File: config.mk
export PLATFORM = sky130hd
export DESIGN_NAME = bts_div
export DESIGN_NICKNAME = d
export VERILOG_FILES = /design/src/rtl/banded_triangular_solve_macros.svh /design/src/rtl/bts_pkg.sv /design/src/rtl/bts_div.sv
export SDC_FILE = /design/constraint.sdc
export NUM_CORES = 1
export LEC_CHECK = 0
export ABC_AREA = 1
export BUFFER_PORTS_ARGS = -buffer_cell sky130_fd_sc_hd__buf_2
export CAP_MARGIN = 15
export CORE_MARGIN = 10
export CORE_UTILIZATION = 38
export CTS_CLUSTER_SIZE = 8
export DETAILED_ROUTE_END_ITERATION = 10
export PLACE_DENSITY = 0.64
export SLEW_MARGIN = 10
export SYNTH_ARGS = -nofsm -noshare
export SYNTH_HDL_FRONTEND = slang
export SYNTH_SLANG_ARGS = --single-unit
File: constraint.sdc
create_clock -name clk_i -period 3.75 [get_ports clk_i]
set_input_delay 0.75 -clock clk_i [delete_from_list [all_inputs] [get_ports clk_i]]
set_output_delay 0.75 -clock clk_i [all_outputs]
set_load 0.03 [all_outputs]
File: src/rtl/banded_triangular_solve_macros.svh
// assertion macros for the banded triangular solve block
// expects clk_i and rst_ni in the scope of each use
`ifndef BANDED_TRIANGULAR_SOLVE_MACROS_SVH
`define BANDED_TRIANGULAR_SOLVE_MACROS_SVH

// same-cycle implication, disabled in reset
`define BTS_ASSERT_NOW(lbl, ante, cons, msg) \
  lbl: assert property (@(posedge clk_i) disable iff (!rst_ni) (ante) |-> (cons)) \
    else $error(msg);

// next-cycle implication, disabled in reset
`define BTS_ASSERT_NEXT(lbl, ante, cons, msg) \
  lbl: assert property (@(posedge clk_i) disable iff (!rst_ni) (ante) |=> (cons)) \
    else $error(msg);

`endif

File: src/rtl/bts_pkg.sv
// shared types and constants for the banded triangular solve block
// no dependencies
package bts_pkg;

  localparam int DEF_MAX_ORDER = 64;
  localparam int DEF_MAX_BAND  = 8;
  localparam int DEF_FRAC_BITS = 16;

  localparam int CFG_IDX_W  = 3;
  localparam int CFG_DATA_W = 7;

  typedef enum logic [1:0] {
    CMD_BAND   = 2'd0,
    CMD_VECTOR = 2'd1,
    CMD_SOLVE  = 2'd2
  } cmd_e;

  typedef enum logic [CFG_IDX_W-1:0] {
    REG_UPPER = 3'd0,
    REG_TRANS = 3'd1,
    REG_UNIT  = 3'd2,
    REG_ORDER = 3'd3,
    REG_BAND  = 3'd4
  } cfg_idx_e;

  typedef enum logic [3:0] {
    S_IDLE,
    S_JRD,
    S_JCHK,
    S_DIV,
    S_LRD,
    S_LMUL,
    S_LSUB,
    S_JNEXT,
    S_ORD,
    S_OLD,
    S_OWAIT
  } state_e;

  typedef struct packed {
    logic [1:0]         command;
    logic [3:0]         band_row;
    logic [5:0]         column;
    logic signed [31:0] value;
  } in_beat_t;

  typedef struct packed {
    logic signed [31:0] solution;
    logic [5:0]         index;
    logic               last;
    logic               divide_by_zero;
  } out_beat_t;

endpackage

File: src/rtl/bts_div.sv
// iterative signed Q-format divider, one quotient bit per cycle, saturating
// depends on bts_pkg
module bts_div #(
  parameter int FRAC_BITS = bts_pkg::DEF_FRAC_BITS
) (
  input  logic               clk_i,
  input  logic               rst_ni,
  input  logic               start_i,
  input  logic signed [31:0] num_i,
  input  logic signed [31:0] den_i,
  output logic               busy_o,
  output logic               done_o,
  output logic signed [31:0] quo_o,
  output logic               dz_o
);
  import bts_pkg::*;

  localparam int DW = 32 + FRAC_BITS;
  localparam int CW = $clog2(DW + 1);

  logic [31:0]    den_q, den_d;
  logic [31:0]    rem_q, rem_d;
  logic [DW-1:0]  dvd_q, dvd_d;
  logic [CW-1:0]  cnt_q, cnt_d;
  logic           neg_q, neg_d;
  logic           zero_q, zero_d;
  logic           npos_q, npos_d;
  logic           nneg_q, nneg_d;
  logic           done_q, done_d;
  logic [32:0]    shifted;
  logic [33:0]    trial;
  logic           ge;
  logic [31:0]    num_mag;
  logic [31:0]    den_mag;
  logic [63:0]    qx;
  logic [63:0]    qneg;

  assign num_mag = num_i[31] ? 32'(-num_i) : 32'(num_i);
  assign den_mag = den_i[31] ? 32'(-den_i) : 32'(den_i);
  assign shifted = {rem_q, dvd_q[DW-1]};
  assign trial   = {1'b0, shifted} - {2'b00, den_q};
  assign ge      = !trial[33];

  always_comb begin
    den_d  = den_q;
    rem_d  = rem_q;
    dvd_d  = dvd_q;
    cnt_d  = cnt_q;
    neg_d  = neg_q;
    zero_d = zero_q;
    npos_d = npos_q;
    nneg_d = nneg_q;
    done_d = 1'b0;
    if (start_i) begin
      den_d  = den_mag;
      rem_d  = '0;
      dvd_d  = DW'(num_mag) << FRAC_BITS;
      neg_d  = num_i[31] ^ den_i[31];
      npos_d = !num_i[31] && (num_i != 32'sd0);
      nneg_d = num_i[31];
      zero_d = (den_i == 32'sd0);
      if (den_i == 32'sd0) begin
        cnt_d  = '0;
        done_d = 1'b1;
      end else begin
        cnt_d = CW'(DW);
      end
    end else if (cnt_q != '0) begin
      rem_d = ge ? trial[31:0] : shifted[31:0];
      dvd_d = {dvd_q[DW-2:0], ge};
      cnt_d = cnt_q - 1'b1;
      if (cnt_q == CW'(1)) begin
        done_d = 1'b1;
      end
    end
  end

  always_ff @(posedge clk_i or negedge rst_ni) begin
    if (!rst_ni) begin
      cnt_q  <= '0;
      done_q <= 1'b0;
    end else begin
      cnt_q  <= cnt_d;
      done_q <= done_d;
    end
  end

  always_ff @(posedge clk_i) begin
    den_q  <= den_d;
    rem_q  <= rem_d;
    dvd_q  <= dvd_d;
    neg_q  <= neg_d;
    zero_q <= zero_d;
    npos_q <= npos_d;
    nneg_q <= nneg_d;
  end

  assign qx   = 64'(dvd_q);
  assign qneg = -qx;

  always_comb begin
    if (zero_q) begin
      if (npos_q) begin
        quo_o = 32'sh7fffffff;
      end else if (nneg_q) begin
        quo_o = 32'sh80000000;
      end else begin
        quo_o = 32'sd0;
      end
    end else if (!neg_q) begin
      quo_o = (qx > 64'h7fffffff) ? 32'sh7fffffff : 32'(qx);
    end else begin
      quo_o = (qx > 64'h80000000) ? 32'sh80000000 : 32'(qneg);
    end
  end

  assign busy_o = (cnt_q != '0);
  assign done_o = done_q;
  assign dz_o   = zero_q;

endmodule

Yosys cells after proc, flatten, opt, wreduce, memory -nomap -nowiden:

Cells that the tools add are included.

* equal/unequal tests: 1
* reductions and logical operators: 7
* muxes and demuxes: 18
* add/sub/neg operators: 5
* magnitude comparators: 2
* bitwise gates (word level): 1

Operators with widths (number)
* $mux W32: 8
* $mux W48: 2
* $neg A32 Y32: 3
* $gt A48 B31 Y1 const B: 1
* $gt A48 B32 Y1 const B: 1
* $sub A33 B32 Y34: 1
* $logic_not A32 Y1: 1
* $reduce_bool A32 Y1: 1
* $mux W31: 1
* $mux W6: 3
* $eq A6 B1 Y1 const B: 1
* $reduce_bool A6 Y1: 1
* $sub A6 B1 Y6 const B: 1
* $mux W1: 4
* $logic_not A1 Y1: 2
* $reduce_bool A2 Y1: 1
* $logic_and A1 B1 Y1: 1
* $xor A1 B1 Y1: 1

* input port bits: 67
* logic and storage cells: 45
* output and inout port bits: 35
* register bits: 123

Longest topological paths before layout:

* depth in word-level cells: 4
* mapped depth: 17
* gate-level depth less buffers: 17

Worst setup path after synthesis:

No wires, ideal clock.

* path kind: reg2out
* from: register dvd_q[0]
* to: output port quo_o[13]
* path buffers: 1
* cell stages (with the launch flop): 12
* arrival time: 1.982 ns
* required time: 3.000 ns
* path slack: 1.018 ns
* cell sequence: dfxtp_1 inv_1 ha_1 nand3_1 nor2_2 nand2_1 nor2_1 nand2_1 nand2_4 buf_4 nand3b_1 a21oi_1

* word-level cells in the longest chain between the ends: 4
* elaborated cells between the ends (all ways): 7
* those cells by class: 1 x add/sub; 2 x order compare; 4 x mux

Ends and longest elaborated chain
* from (decl): RTL line bts_div.sv:23 `logic [DW-1:0] dvd_q, dvd_d;`
* from (signal assigned): RTL line bts_div.sv:91 `dvd_q <= dvd_d;`
* $gt A48 B31 Y1 (tied with other cells): RTL line bts_div.sv:111 `quo_o = (qx > 64'h7fffffff) ? 32'sh7fffffff : 32'(qx);`
* $mux W32, on equally long branches: RTL line bts_div.sv:111, bts_div.sv:113
* $mux W32 (*): RTL line bts_div.sv:110 `end else if (!neg_q) begin`
* $mux W32 (*): RTL line bts_div.sv:102 `if (zero_q) begin`
* to (decl): RTL line bts_div.sv:13 `output logic signed [31:0] quo_o,`

Every way passes the cells marked *; elsewhere a longest branch is shown, timed or not.

Worst setup path in the final report:

* from: register dvd_q[36]
* to: output port quo_o[28]

* word-level cells in the longest chain between the ends: 4
* elaborated cells between the ends (all ways): 6
* those cells by class: 2 x order compare; 4 x mux

Ends and longest elaborated chain (RTL line)
* $gt A48 B31 Y1 / $gt A48 B32 Y1 (equally long branches): bts_div.sv:111, bts_div.sv:113
* $mux W32, on equally long branches: bts_div.sv:111, bts_div.sv:113
* $mux W32 (*): bts_div.sv:110
* $mux W32 (*): bts_div.sv:102

Marked as above.

==> out/metrics.csv <==
stage;metric;value;unit
synth;mux cell area share after synthesis;0;%
setup_path;crit start category;register;
grt;initial antenna violation count;0;
setup_path;CP Data Arrival Time;2720;ps
grt;maximum number of pins on one net before global-route repair;53;
floorplan;I/O pin count;102;
final_layout;share of cells above drive strength 1;10.85;%
hold_path;worst hold path class;primary input to async pin;
power;P per Cell Area;600.7;mW/mm²
synth;Area contributors post-synth;edfxtp_1 (20%), nand2_1 (13%), dfxtp_1 (9.5%);
grt;grt ovf;0;
timing;setup violators final;0;
timing;final hold vios;0;
detailed_routing;detailed-route via count;10260;
cts;total CTS buffers;17;
placed_design;port bufs;101;
floorplan;Die Wd;183.0;µm
synth;Post-Synth Adder-Cell Area;4.783;%
detailed_routing;WL/cell;15.33;µm
power;Peak VDD IR;0.0002443;V
setup_path;Worst EP required;3000;ps
placed_design;gp weighted congestion;0.9243;
synth;EDFF count, synth;68;
synth;mapped cell area;0.01010;mm²
run;max_cap viols;0;
cts;clock latency on the worst-skew pair;440;ps
detailed_routing;Final ANT Viol Nets;0;
cts;cts hold-fix bufs;0;
cts;Bufs on Longest Clock Path;2;
placed_design;post-DP HPWL;22.90;mm
setup_path;Critical Path End Type;output pin;
grt;first-pass GRT wire length;48.98;mm
synth;count leader, synth;nand2_1;
floorplan;number of cell rows;59;
setup_path;worst-path fanout max;27;
final_layout;multi-input logic area;0.005886;mm²
synth;top cells by count, synth;nand2_1 (352), nor2_1 (213), inv_1 (212), a21oi_1 (118), nand3_1 (101);
timing;Tmin final;3473;ps
synth;post-synthesis register bit count;123;
detailed_routing;vias per cell;5.217;
final_layout;sequential cell area;0.003178;mm²
synth;Yosys top cell area share;20.22;%
cts;H-Tree Depth;4;
timing;final setup TNS;0;ps
synth;top cell type by total area after synthesis;edfxtp_1;
detailed_routing;# DRC;0;
synth;Yosys cell types;47;
synth;simple-gate portion of the synthesized area;34.87;%
final_layout;# nets final;1723;
setup_path;Top delay family on crit path;simple AND/OR/NAND/NOR gates;
setup_path;crit path cell chain;or2_1, nor3_1, nand2_1, nor2_1, nand2_1, nand2_1, nand2_4, inv_1, o21ai_0, nor2_1, nor2_1, buf_2;
timing;Slew Limit Headroom;35.44;%
timing;Max Slew Vio Count;0;
final_layout;Final Core Density;43.85;%
run_status;outcome;finished clean;
setup_path;crit path buf inv count;2;
synth;Synth async-reset ratio;5.691;%
synth;Mapped Nets;1638;
final_layout;Inserted Diodes;0;
cts;clk sinks;123;
detailed_routing;WL final;30.15;mm
synth;Warnings, synthesis;0;
floorplan;die height;183.0;µm
floorplan;die area;0.03349;mm²
timing;RSZ-0062 raised after global routing;false;
setup_path;CP max stage cell;edfxtp_1;
synth;Top FF cell, synth;edfxtp_1;
final_layout;Fillers;2779;
cts;clock-pin slew on the worst setup and hold paths;60;ps
power;Final Power;6.883;mW
final_layout;area grow syn2layout;13.47;%
timing;fin crit share;92.62;%
grt;vias in the first global route;9868;
cts;CTS Root Buffer Type;clkbuf_16;
detailed_routing;DR iter-0 viols;793;
cts;cts repair resizes;0;
detailed_routing;drt first pass iters;5;
synth;sequential fraction of the synthesis area;31.47;%
synth;Synth Area in Compound Gates;12.75;%
timing;clk_skew;15.44;ps
timing;f_max;287.9;MHz
cts;CTS tree;built;
setup_path;CP max stage delay;390;ps
synth;Mapped Cells;1533;
synth;main combinational cell family by area after synthesis;simple AND/OR/NAND/NOR gates;
floorplan;Core Area;0.02613;mm²
grt;total track usage;17.66;%
timing;pin slew with the least headroom to its limit;967.0;ps
setup_path;Worst Setup Path Type;register to output pin;
synth;Post-Synth XOR/XNOR Area;5.811;%
cts;postcts setup bufs;0;
synth;average size of a mapped cell;6.587;µm²
power;Leakage;5.612;nW
floorplan;initial core utilization;38.64;%
worst reg2reg max path, cell delays in order, from the launching register on:
cell and delay (ps):
edfxtp_1 330, inv_1 50, ha_1 360, a21oi_1 370
nand3_1 180, inv_1 100, nand2_2 100, nand2_4 310
nand2_4 230, nand2_4 290, nor2_1 130, nor2_1 110
nor2_1 50
state kept, by name, summed over array words and instances, names as in the netlist:
name,count
dvd_q,48
dz_o,1
den_q,32
rem_q,32
neg_q,1
done_o,1
cnt_q,6
npos_q,1
nneg_q,1
path summary, 6_finish.rpt:
| check | from | to | slack (ps) | cells past startpoint |
|---|---|---|---|---|
| setup / recovery | dvd_q[36] | quo_o[28] | 280 | 12 |
| hold / removal | rst_ni | done_o | 150 | 1 |
| setup reg to reg | den_q[16] | rem_q[23] | 1030 | 12 |
| hold reg to reg | rem_q[5] | rem_q[5] | 520 | 2 |
| max in group asynchronous | rst_ni | cnt_q[4] | 3440 | 1 |
| min in group clk_i | den_i[0] | den_q[0] | 510 | 1 |
routing by layer:
metal / track usage (%) / part of all wire (%)
met4: 5.180 / 1.7
met5: 0 / 0
met2: 29.16 / 46
met3: 3.320 / 6.0
met1: 22.97 / 46
cell type report:
cell class | count | share of cell area, %
tap | 335 | 3.658
sequential | 123 | 27.74
clock buffer | 17 | 3.713
inverter | 218 | 7.163
multi-input combinational | 1147 | 51.36
timing repair buffer | 111 | 5.067
clock inverter | 15 | 1.299
stage by stage:
| stage | instance area, µm² | hold WS (ps) | std cells | worst slack [ps] |
|---|---|---|---|---|
| global placement | 10880 | 505.7 | 1934 | 712.6 |
| detailed placement | 10880 | 508.7 | 1934 | 625.7 |
| finish | 11460 | 150.7 | 1966 | 276.9 |
| CTS | 11450 | 140.2 | 1966 | 177.4 |
| global route | 11460 | 150.6 | 1966 | 19.88 |
| floorplan | 10100 | 446.7 | 1533 | 1018 |
report_power, final:
group	internal (mW)	switching, mW
Combinational	1.11	2.18
Sequential	1.74	0.225
Clock	0.974	0.647
Total	3.83	3.05
kinds of logic after synthesis:
family                   after synthesis
AND/OR/NAND/NOR                      803
buffers and inverters                263
AO/OA/AOI/OAI                        239
flip-flops                           123
XOR/XNOR                              67
adder cells (fa/ha/maj)               38
cell usage in the layout, fill, tap and decap left out, drive strengths merged, types with 4 or more instances in the layout:
| cell | n |
|---|---|
| nand2 | 361 |
| a21oi | 118 |
| inv | 221 |
| ha | 37 |
| clkbuf | 17 |
| nand3 | 105 |
| edfxtp | 68 |
| clkinvlp | 5 |
| o21ai | 71 |
| or2 | 8 |
| xnor2 | 15 |
| o21bai | 5 |
| dfxtp | 48 |
| buf | 111 |
| a31oi | 4 |
| nor3 | 45 |
| nand4 | 38 |
| dfrtp | 7 |
| o22ai | 25 |
| nand3b | 18 |
| nor2 | 220 |
| clkinv | 5 |
| xor2 | 52 |
| nor4 | 5 |
Note: power is estimated with default switching activity, not from simulation.
